**config.mk**
```make
export PLATFORM = sky130hd
export DESIGN_NAME = mtcp_cmdq
export DESIGN_NICKNAME = d
export VERILOG_FILES = /design/src/rtl/mtcp_pkg.sv /design/src/rtl/mtcp_cmdq.sv
export SDC_FILE = /design/constraint.sdc
export NUM_CORES = 1
export LEC_CHECK = 0
export ABC_AREA = 0
export BUFFER_PORTS_ARGS = -buffer_cell sky130_fd_sc_hd__buf_4
export CAP_MARGIN = 20
export CELL_PAD_IN_SITES_DETAIL_PLACEMENT = 0
export CELL_PAD_IN_SITES_GLOBAL_PLACEMENT = 1
export CORE_ASPECT_RATIO = 1.1
export CORE_MARGIN = 3
export CORE_UTILIZATION = 44
export CTS_CLUSTER_DIAMETER = 60
export DETAILED_ROUTE_END_ITERATION = 10
export PLACE_DENSITY = 0.83
export SLEW_MARGIN = 25
export SYNTH_ARGS = -nofsm -noshare
export SYNTH_HDL_FRONTEND = slang
export SYNTH_SLANG_ARGS = --single-unit
```
**constraint.sdc**
```tcl
create_clock -name i_clk -period 5.7 [get_ports i_clk]
set_input_delay 0.285 -clock i_clk [delete_from_list [all_inputs] [get_ports i_clk]]
set_output_delay 0.285 -clock i_clk [all_outputs]
set_load 0.05 [all_outputs]
```
**src/rtl/mtcp_pkg.sv**
```systemverilog
// Package for the Modbus TCP server frame engine.
// Holds function codes, the queued command type and defaults. No dependencies.
package mtcp_pkg;

    localparam int DEF_STORE_DEPTH    = 65536;
    localparam int DEF_FRAME_BYTES    = 512;
    localparam int DEF_MAX_READ_BITS  = 2000;
    localparam int DEF_MAX_READ_WORDS = 125;

    // MBAP header plus function, address, quantity and byte count
    localparam int HDR_BYTES = 13;
    // loop counter width: largest looped quantity is 8 * 255 coils
    localparam int CNT_W     = 11;

    localparam logic [7:0] FC_RD_COILS  = 8'h01;
    localparam logic [7:0] FC_RD_INPUTS = 8'h02;
    localparam logic [7:0] FC_RD_HOLD   = 8'h03;
    localparam logic [7:0] FC_RD_INREG  = 8'h04;
    localparam logic [7:0] FC_WR_COIL   = 8'h05;
    localparam logic [7:0] FC_WR_REG    = 8'h06;
    localparam logic [7:0] FC_WR_COILS  = 8'h0f;
    localparam logic [7:0] FC_WR_REGS   = 8'h10;

    typedef logic [7:0] t_byte;

    typedef struct packed {
        logic [15:0] tid;
        t_byte       unit;
        t_byte       fc;
        logic [15:0] addr;
        logic [15:0] qty;
        t_byte       nb;
        logic        coil;
        logic        bank;
    } t_cmd;

    typedef struct packed {
        logic clearing;
        logic pop;
    } t_back_sts;

endpackage

```
**src/rtl/mtcp_cmdq.sv**
```systemverilog
// Two-entry command queue between the front end and the back end.
// The head stays in place until the back end pops it. Depends on mtcp_pkg.
module mtcp_cmdq (
    input  logic            i_clk,
    input  logic            i_rst_n,
    input  logic            i_push,
    input  mtcp_pkg::t_cmd  i_cmd,
    input  logic            i_pop,
    output mtcp_pkg::t_cmd  o_head,
    output logic [1:0]      o_count
);
    import mtcp_pkg::*;

    t_cmd       r_q [2];
    logic       r_wp;
    logic       r_rp;
    logic [1:0] r_count;

    always_ff @(posedge i_clk) begin
        if (!i_rst_n) begin
            r_wp    <= 1'b0;
            r_rp    <= 1'b0;
            r_count <= '0;
        end else begin
            if (i_push) r_wp <= ~r_wp;
            if (i_pop)  r_rp <= ~r_rp;
            r_count <= r_count + {1'b0, i_push} - {1'b0, i_pop};
        end
    end

    always_ff @(posedge i_clk) begin
        if (i_push) r_q[r_wp] <= i_cmd;
    end

    assign o_head  = r_q[r_rp];
    assign o_count = r_count;

endmodule

```
[Yosys cells after proc, flatten, opt, wreduce, memory -nomap -nowiden]
Memories as Yosys holds them, arrays and structs flattened. A register that Yosys moved wholly into a read port is not among the register bits.
Cells that the tools add are included.
Storage, ports and cells
  flip-flop bits (word level): 4
  memories: 1
  word-level logic and storage cells: 12
  output and inout bits: 76
  memory bits (writable): 148
Memory list
  r_q: words 2, width 74, read ports 1, clocked after Yosys merged registers in 1, wr ports 1, RTL line mtcp_cmdq.sv:14  | t_cmd r_q [2];
Operators by class
  add/subtract/negate cells: 2
  bitwise operators: 2
  mux-type cells: 4
Operators with widths (count)
  two-way mux 1 bit: 4
  adder 2 x 1 -> 2 bit: 1
  inverter 1 bit: 2
  subtractor 2 x 1 -> 2 bit: 1

[Depth between registers and ports, before layout]
Gate-level depths: netlist (run 1).
  depth after elaboration: 3
  depth in mapped cells: 6
  depth with buffers taken out: 6

[Worst setup path before layout (run 1)]
No wires, ideal clock.
  path type: reg-to-reg
  start: register r_wp
  end: memory r_q[0][0] in the netlist's numbering, enable pin
  data arrival time: 3.609 ns
  cell stages (with the launch flop): 2
  clock period less this slack: 4.126 ns
  buffers on the path: 0
  setup slack: 1.574 ns
  path through: dfxtp_1 nor2b_1
RTL lines
  from (decl): RTL line mtcp_cmdq.sv:15  | logic r_wp;
  from (signal assigned): RTL line mtcp_cmdq.sv:25  | if (i_push) r_wp <= ~r_wp;
  to (decl): RTL line mtcp_cmdq.sv:14
Straight into the memory's write port.

==> run_results.csv, run 1 <==
group,metric,value,unit
layout,area_growth,32.4,%
drt,drcViolationCount,0,
cts,cts_setup_buffers,0,
pwr,p_leak,3.02,nW
synth,ys_warn_count,0,
sta,worst_pin_slew,0.968,ns
synth,yosys-top-cells-count,"148 x edfxtp_1, 60 x mux2_4, 14 x mux2_2, 7 x buf_6, 5 x dfxtp_1",
drt,ant_nets,0,
place,hpwl,6.70,mm
hold_path,holdCritStartpoint,"i_cmd[29]",
synth,synth.most_common_cell,"edfxtp_1",
synth,yosys.area.top_type,"edfxtp_1",
cts,cts_buffers,17,
worst_setup_path,critPathLaunchType,"flip-flop",
cts,cts.clk_slew.worst_paths,0.06,ns
synth,avgSynthCellArea,23.3,um^2
layout,fin_util,60.2,%
floorplanning,num_rows,43,
sta,setup_viol,0,
drt,top_layer_used,"met4",
worst_setup_path,max_stage_delay,0.79,ns
sta,hold-worst-slack,0.0582,ns
sta,layout_min_cycle_time,2.77,ns
synth,syn_area,5800,um^2
pwr,p_int,2.14,mW
global_routing,grt_max_degree,75,
sta,finalClockSkew,0.00505,ns
floorplanning,die-width,115,um
sta,finalHoldViolCount,0,
hold_path,hold_path.class,"input port to flip-flop",
drt,drtIter0Drc,138,
place,gp_congestion,0.691,
pwr,pwr-share-comb,17.3,%
global_routing,grtUsageTotal,13.8,%
layout,drive_gt1_share,60.6,%
pwr,power_frac_clock,36.3,%
synth,ys_seq_area_share,78.3,%
cts,root_buffer,"clkbuf_16",
sta,fin_tns_setup,0,ns
floorplanning,dieArea,14600,um^2
synth,synth_edf_count,148,
drt,drt_pass1_iterations,5,
global_routing,grt_pass1_wl,14.9,mm
cts,clockBufferDepth,2,
drt,routed_wl,10.0,mm
global_routing,grt.overflow.total,0,
floorplanning,start_util,45.5,%
floorplanning,die_h,126,um
flow_run,drv_cap,0,
place,placed_cells_incl_taps,553,
worst_setup_path,cp_max_fo,39,
synth,synth_ff_type,"edfxtp_1",
cts,cts_hold_buf,0,
synth,yosysUniqueCellTypes,13,
floorplanning,io_pins,154,
worst_setup_path,cp.required,5.41,ns
pwr,powerDensity,374,nW/um^2
worst_setup_path,r2r_start,"r_wp",
sta,rsz0062_at_grt,"false",
place,portBuffers,153,
pwr,switching_share,25.6,%
synth,yosysTopAreaCellShare,76.6,%
global_routing,antenna_found_initial,0,
pwr,switchingPower,0.734,mW
pwr,power_frac_seq,46.4,%
outcome,status,"finished, final reports clean",
worst_setup_path,regToRegSetupSlack,3.56,ns
cts,cts_tree,"yes",
drt,via_count,2789,
cts,insertion_delay,0.41,ns
layout,instances_no_fill,586,
global_routing,grt_pass1_vias,2899,
drt,dr_wl_met2,5.26,mm
worst_setup_path,worstPathCellList,"buf_4 > mux2_2 > buf_4",
drt,vias_per_cell,4.76,
cts,cts.repair.resized,0,
sta,timing.fmax,361,MHz
synth,synthCells,249,
sta,max_slew_margin,35.3,%
synth,synth.top_cells.by_area,"edfxtp_1 77%, mux2_4 16%, mux2_2 2.7%, dfxtp_1 1.7%, buf_6 1.4%",
worst_setup_path,arrival,2.49,ns
layout,antenna_cells,0,
synth,synthArstFlopShare,0,%
drt,wl_met3,825,um
worst_setup_path,crit_path_top_delay_cell,"dfxtp_4",
floorplanning,core_area,12800,um^2
drt,wl_met1,3.88,mm
layout,fin_nets,496,
worst_setup_path,crit_top_cell,"buf_4",
sta,period_share,48.6,%
synth,syn-num-nets,329,
cts,clkSinkCount,153,
worst_setup_path,criticalPathCategory,"flip-flop to primary output",
worst_setup_path,end_kind,"primary output",
layout,fill_cells,941,
synth,ys_ff_latch,153,
cts,ctsHtreeMaxLevel,4,
drt,detail_route.wl_per_cell,17.1,um
sta,slew_violations,0,
pwr,ir_worst_vdd,0.218,mV
==> power by group through the flow <==
stage	Combinational, mW	Clock (mW)	Sequential [mW]
after detailed placement	0.502	0	1.36
after global placement	0.496	0	1.35
after global routing	0.520	1.12	1.34
after floorplan	0.356	0	1.35
after CTS	0.503	1.07	1.33
final	0.498	1.04	1.33
==> placed cells by master, fill, tap and decap left out, types with 2 or more instances in the layout <==
cell type / synthesis / final
buf_4: 0 / 155
edfxtp_1: 148 / 148
mux2_4: 60 / 60
clkbuf_16: 0 / 17
mux2_2: 14 / 14
clkinv_1: 0 / 4
clkinvlp_4: 0 / 4
dfxtp_1: 5 / 4
and2_1: 4 / 3
inv_1: 2 / 2
nor2b_1: 3 / 2
ha_1: 2 / 2
bufinv_16: 0 / 2
clkinv_2: 0 / 2
clkinv_4: 0 / 2
==> stage by stage <==
stage	cell area, um^2	setup WS, ns	total power [mW]
floorplan	5800	1.57	1.71
global placement	7090	3.33	1.85
detailed placement	7090	3.30	1.86
CTS	7650	2.84	2.91
global route	7680	2.77	2.98
finish	7680	2.93	2.87
==> area by class of cell <==
type,instances,area [um^2],share of cell area (%)
clock buffers,18,429,5.59
clock inverters,14,133,1.73
inverters,2,7.51,0.0977
multi-input cells,86,1180,15.3
flip-flops and latches,153,4550,59.2
well taps,157,196,2.56
repair buffers,156,1190,15.5
==> state kept, by name, indices dropped and copies added, names as in the netlist, named ones only <==
register and flops:
o_count 2, r_rp 1, r_q 148, r_wp 1
==> layer usage <==
metal  up-vias  track usage, %
li1       1313               -
met1      1369            15.1
met2       103            23.2
met3         4            6.82
met4         0            4.97
met5         -               0
==> worst paths after layout <==
path	to	depth (start not counted)
setup / recovery	o_head[73]	3
hold / removal	r_q[1][29]	1
setup reg to reg	r_q[0][37]	2
hold reg to reg	flip-flop	2
==> cells by family (layout without fill, tap and decap cells) <==
| kind of cell | after synthesis | count (layout) | share of synthesized area (%) |
|---|---|---|---|
| compound gates | 1 | 1 | 0.129 |
| xor+xnor | 2 | 2 | 0.539 |
| fa+ha+maj | 2 | 2 | 0.431 |
| buf+inv | 10 | 190 | 1.57 |
| flops | 153 | 153 | 78.3 |
| mux | 74 | 74 | 18.2 |
| simple gates | 7 | 7 | 0.755 |
==> critical path, delay by kind of cell (launching register included) <==
kind     cells  cell delay (ns)
flops        1             0.79
mux          1             0.42
buf+inv      2             0.85
No activity file was read; power rests on OpenSTA's default activity.
==> run 2: changes to the inputs <==
ABC_AREA = 1   (was 0)
CORE_UTILIZATION = 40   (was 44)
PLACE_DENSITY = 0.81   (was 0.83)
clock period = 2.55 ns   (was 5.7 ns; I/O delays follow)
==> run 2 against run 1 <==
Core utilization increased by 1.3 points. Via count increased by 13%. Sequential share of layout area decreased by 6.5 points. Routed wire length increased by 11%. Sequential cell count unchanged. Design area increased by 12%. Area after synthesis about the same. Cell count increased by 21%. Setup slack got worse by 2.3 ns. Total power increased by 140%. Critical path depth unchanged. Critical endpoint is now o_head[12]. Largest cell class unchanged.
==> run_results.csv, run 2 <==
group,metric,value,unit
worst_setup_path,crit_end,"o_head[12]",
place,portBuffers,153,
drt,drt_pass1_iterations,4,
floorplanning,die-width,121,um
worst_setup_path,regToRegSetupSlack,1.24,ns
synth,synth.most_common_cell,"edfxtp_1",
floorplanning,dieArea,16000,um^2
pwr,switchingPower,1.59,mW
sta,finalClockSkew,0.00832,ns
drt,ant_nets,0,
floorplanning,start_util,41.4,%
pwr,power_frac_seq,42.7,%
flow_run,drv_cap,0,
layout,layout.cells.most_common,"buf_4",
sta,layout_min_cycle_time,1.95,ns
place,gp_congestion,0.661,
layout,largest_reg_flops,148,
worst_setup_path,r2r_start,"r_wp",
floorplanning,die_h,132,um
worst_setup_path,rr_worst_depth,3,
pwr,power_frac_clock,41.2,%
layout,fin_nets,587,
worst_setup_path,end_kind,"primary output",
global_routing,grt.overflow.total,0,
synth,yosys-top-cells-count,"148 x edfxtp_1, 60 x mux2_4, 14 x mux2_2, 8 x nand2_1",
outcome,status,"finished, final reports clean",
worst_setup_path,crit_top_cell,"buf_4",
sta,setup_ws,0.602,ns
place,place_ws,1.02,ns
synth,synth_ff_type,"edfxtp_1",
synth,synth.top_cells.by_area,"edfxtp_1 77%, mux2_4 16%, mux2_2 2.7%, dfxtp_1 1.7%, buf_6 1.4%",
cts,cts.clk_slew.worst_paths,0.06,ns
synth,ys_warn_count,0,
layout,fill_cells,1011,
floorplanning,io_pins,154,
drt,via_count,3155,
sta,period_share,76.4,%
cts,clockBufferDepth,2,
drt,drtIter0Drc,121,
synth,avgSynthCellArea,22.2,um^2
sta,max_slew_margin,64.4,%
synth,yosys.area.top_type,"edfxtp_1",
sta,timing.fmax,513,MHz
synth,yosysTopAreaCellShare,76.6,%
cts,cts_buffers,17,
cts,ctsHtreeMaxLevel,4,
global_routing,grt_pass1_wl,17.6,mm
worst_setup_path,cp_max_fo,30,
worst_setup_path,max_stage_delay,0.44,ns
synth,synthCells,261,
pwr,powerDensity,800,nW/um^2
sta,finalHoldViolCount,0,
worst_setup_path,arrival,1.82,ns
synth,syn-num-nets,341,
worst_setup_path,cp.required,2.42,ns
global_routing,grt_max_degree,75,
cts,clkSinkCount,153,
sta,setup_viol,0,
synth,ys_ff_latch,153,
worst_setup_path,criticalPathCategory,"flip-flop to primary output",
synth,synthArstFlopShare,0,%
synth,ys_seq_area_share,78.3,%
cts,root_buffer,"clkbuf_16",
worst_setup_path,critPathLaunchType,"flip-flop",
floorplanning,num_rows,45,
pwr,switching_share,23.0,%
worst_setup_path,worstPathCellList,"buf_4 > mux2_2 > buf_4",
hold_path,hold_path.class,"input port to flip-flop",
synth,syn_area,5800,um^2
layout,final_cell_mix,"156 x buf_4, 148 x edfxtp_1, 77 x dlygate4sd3_1, 60 x mux2_4, 17 x clkbuf_16",
drt,vias_per_cell,4.46,
worst_setup_path,crit_path_top_delay_cell,"buf_4",
worst_setup_path,r2r-end,"r_q[1][61]",
layout,fin_util,61.6,%
pwr,pwr-share-comb,16.2,%
sta,rsz0062_at_grt,"false",
layout,antenna_cells,0,
sta,slew_violations,0,
global_routing,grtUsageTotal,14.4,%
pwr,p_leak,3.45,nW
pwr,ir_worst_vdd,0.557,mV
drt,detail_route.wl_per_cell,15.8,um
cts,insertion_delay,0.42,ns
drt,routed_wl,11.2,mm
sta,fin_tns_setup,0,ns
drt,drcViolationCount,0,
global_routing,grt_pass1_vias,3538,
place,hpwl,6.74,mm
synth,synth_edf_count,148,
cts,cts_tree,"yes",
layout,area_growth,48.7,%
cts,cts.repair.resized,0,
layout,top_register,"r_q",
synth,yosysUniqueCellTypes,12,
sta,worst_pin_slew,0.533,ns
layout,drive_gt1_share,50.6,%
pwr,p_int,5.31,mW
floorplanning,core_area,14000,um^2
global_routing,antenna_found_initial,0,
## run 2: metal layers
metal	wire, um	track usage [%]	part of all wire (%)
met1	4370	15.8	39
met2	5960	25.7	53
met3	683	5.02	6.1
met4	148	5.10	1.3
met5	0	0	0
## run 2: cell type report
type | instances | area, um^2 | share of cell area (%)
Inverter | 7 | 27.5 | 0.319
Timing Repair Buffer | 235 | 1980 | 23.0
Tap cell | 188 | 235 | 2.73
Sequential cell | 153 | 4550 | 52.7
Multi-Input combinational cell | 93 | 1160 | 13.4
Clock inverter | 8 | 189 | 2.19
Clock buffer | 24 | 492 | 5.70
## run 2: worst min-delay path by stage
| stage | startpoint | to | depth (start not counted) |
|---|---|---|---|
| CTS | i_cmd[12] | r_q[1][12] | 2 |
| global route | i_cmd[16] | r_q[1][16] | 2 |
| floorplan | i_rst_n | o_count[0] | 2 |
| detailed placement | i_cmd[15] | r_q[0][15] | 1 |
| global placement | i_cmd[30] | r_q[0][30] | 1 |
| finish | i_cmd[22] | r_q[1][22] | 2 |
## run 2: power by group through the flow
| stage | logic [mW] | clock network, mW | registers (mW) |
|---|---|---|---|
| after CTS | 1.13 | 2.90 | 2.95 |
| final | 1.12 | 2.84 | 2.95 |
| after detailed placement | 1.03 | 0 | 3.00 |
| after global routing | 1.17 | 3.02 | 2.96 |
| after global placement | 1.02 | 0 | 2.99 |
| after floorplan | 0.691 | 0 | 3.01 |
## run 2: what timing repair did
item | in CTS | in global routing
buffers inserted | 0 | 0
hold endpoints to repair | 153 | 0
hold buffers | 77 | 0
## run 2: cells by family after synthesis
| kind of cell | share of synthesized area (%) |
|---|---|
| buffers and inverters | 1.90 |
| muxes | 18.2 |
| AOI/OAI and AO/OA | 0.0861 |
| DFF | 78.3 |
| and+or+nand+nor | 1.06 |
| adders and majority gates | 0.431 |
## run 2: worst max-delay path: cells and delay by family (launching register included)
| family | cells | cell delay (ns) |
|---|---|---|
| buffers and inverters | 2 | 0.63 |
| DFF | 1 | 0.35 |
| muxes | 1 | 0.41 |
## run 2: metrics by stage
step           area [um^2]  std cells  power, mW  hold WS (ns)
2_1_floorplan         5810        261       3.70         0.221
3_3_place_gp          7180        599       4.01         0.312
3_5_place_dp          7180        599       4.03         0.316
4_1_cts               8630        708       6.97         0.416
5_1_grt               8630        708       7.15         0.421
6_report              8630        708       6.90         0.436
==> run 3: changes to the inputs <==
CORE_UTILIZATION = 44   (was 40)
PLACE_DENSITY = 0.84   (was 0.81)
clock period = 1.97 ns   (was 2.55 ns; I/O delays follow)
==> run 3 against run 2 <==
Die area shrank 8.7%. Design area down 0.78%. Via count is 1.4% higher. Clock skew rose by 0.0014 ns. Count of clock-buffer cells in the layout shrank 2. Sequential power is 29% higher. Cell count decreased by 4.0%. First-iteration DRC count rose by 45%. Hold slack worse by 0.036 ns. Critical path type unchanged.
==> run_results.csv, run 3 (synthesis gave the netlist of run 2 again) <==
group,metric,value,unit
outcome,status,"finished, final reports clean",
drt,ant_nets,0,
place,hpwl,6.83,mm
global_routing,grt.overflow.total,0,
drt,routed_wl,11.0,mm
worst_setup_path,cp_max_fo,45,
cts,ctsHtreeMaxLevel,4,
place,gp_congestion,0.676,
worst_setup_path,end_kind,"primary output",
global_routing,gr-usage-met3,5.15,%
drt,drcViolationCount,0,
cts,clkSinkCount,153,
sta,worst_pin_slew,0.491,ns
layout,fin_nets,590,
global_routing,grt_pass1_wl,16.8,mm
floorplanning,die-width,116,um
sta,setup_viol,0,
global_routing,grt.busiest_layer,"met2",
layout,layout.cells.most_common,"buf_4",
cts,cts_setup_buffers,0,
layout,top_register,"r_q",
worst_setup_path,rr_worst_depth,3,
global_routing,met1_usage,18.7,%
drt,via_count,3199,
sta,max_slew_margin,67.2,%
pwr,ir_worst_vdd,0.646,mV
drt,vias_per_cell,4.70,
floorplanning,die_h,126,um
worst_setup_path,critPathLaunchType,"flip-flop",
sta,layout_min_cycle_time,1.78,ns
pwr,p_leak,3.41,nW
layout,area_growth,47.5,%
cts,cts.clk_slew.worst_paths,0.06,ns
floorplanning,dieArea,14600,um^2
cts,clockBufferDepth,2,
global_routing,grt_pass1_vias,3290,
sta,rsz0062_at_grt,"false",
global_routing,grt_util_met2,25.2,%
drt,detail_route.wl_per_cell,16.1,um
sta,fin_tns_setup,0,ns
floorplanning,start_util,45.5,%
floorplanning,num_rows,43,
cts,root_buffer,"clkbuf_16",
layout,fill_cells,812,
layout,drive_gt1_share,51.4,%
flow_run,drv_cap,0,
hold_path,worstHoldPathCells,2,
layout,antenna_cells,0,
sta,period_share,90.2,%
sta,slew_violations,0,
floorplanning,io_pins,154,
worst_setup_path,arrival,1.68,ns
drt,drtIter0Drc,176,
worst_setup_path,cp.required,1.87,ns
cts,cts.repair.resized,0,
layout,fin_util,67.2,%
pwr,power.total,8.35,mW
drt,drt_pass1_iterations,4,
sta,hold-worst-slack,0.400,ns
worst_setup_path,criticalPathCategory,"flip-flop to primary output",
global_routing,grt_max_degree,48,
cts,cts_buffers,17,
sta,finalClockSkew,0.00976,ns
hold_path,hold_path.class,"input port to flip-flop",
sta,finalHoldViolCount,0,
place,portBuffers,153,
cts,cts_tree,"yes",
global_routing,antenna_found_initial,0,
layout,largest_reg_flops,148,
floorplanning,core_area,12800,um^2
pwr,powerDensity,975,nW/um^2
cts,insertion_delay,0.42,ns
global_routing,grtUsageTotal,15.5,%
sta,timing.fmax,563,MHz
layout,final_cell_mix,"155 x buf_4, 148 x edfxtp_1, 77 x dlygate4sd3_1, 60 x mux2_4, 17 x clkbuf_16",
-- run 3: area by class of cell --
type	instances	area, um^2	share of cell area [%]
Clock inverter	10	92.6	1.08
Tap cell	157	196	2.29
Timing Repair Buffer	238	2050	24.0
Sequential cell	153	4550	53.1
Inverter	7	30.0	0.351
Clock buffer	22	484	5.65
Multi-Input combinational cell	93	1160	13.5
-- run 3: stage by stage --
step / setup slack, ns / instance area, um^2 / instances
global placement: 0.484 / 7220 / 571
finish: 0.194 / 8560 / 680
CTS: 0.150 / 8560 / 680
detailed placement: 0.473 / 7220 / 571
global route: 0.113 / 8560 / 680
floorplan: 0.0597 / 5820 / 261
-- run 3: path summary, 6_finish.rpt --
kind,from,endpoint,slack [ns]
setup / recovery,flip-flop,o_head[0],0.19
hold / removal,i_cmd[5],r_q[0][5],0.40
setup reg to reg,r_wp,r_q[1][19],0.47
hold reg to reg,r_rp,r_rp,0.50
-- run 3: metal layers --
metal / share of wire [%] / wire length (um) / up-vias
met5: 0 / 0 / -
met4: 2.3 / 255 / 0
met3: 5.3 / 585 / 20
met2: 51 / 5560 / 107
met1: 42 / 4550 / 1555
li1: - / - / 1517
-- run 3: repair_timing --
| action | 4_1_cts | 5_1_grt |
|---|---|---|
| hold buffers | 77 | 0 |
| endpoints found under the hold margin | 153 | 0 |
| setup endpoints to repair | 0 | 0 |
-- run 3: report_power, final --
| part | switching (mW) | internal [mW] |
|---|---|---|
| logic | 0.844 | 0.620 |
| registers | 0.0491 | 3.77 |
| clock network | 1.20 | 1.87 |
| total | 2.10 | 6.26 |
-- run 3: worst max-delay path: stages, from the launching register on --
cell	delay, ns
dfxtp_4	0.37
buf_12	0.29
mux2_2	0.38
buf_4	0.19
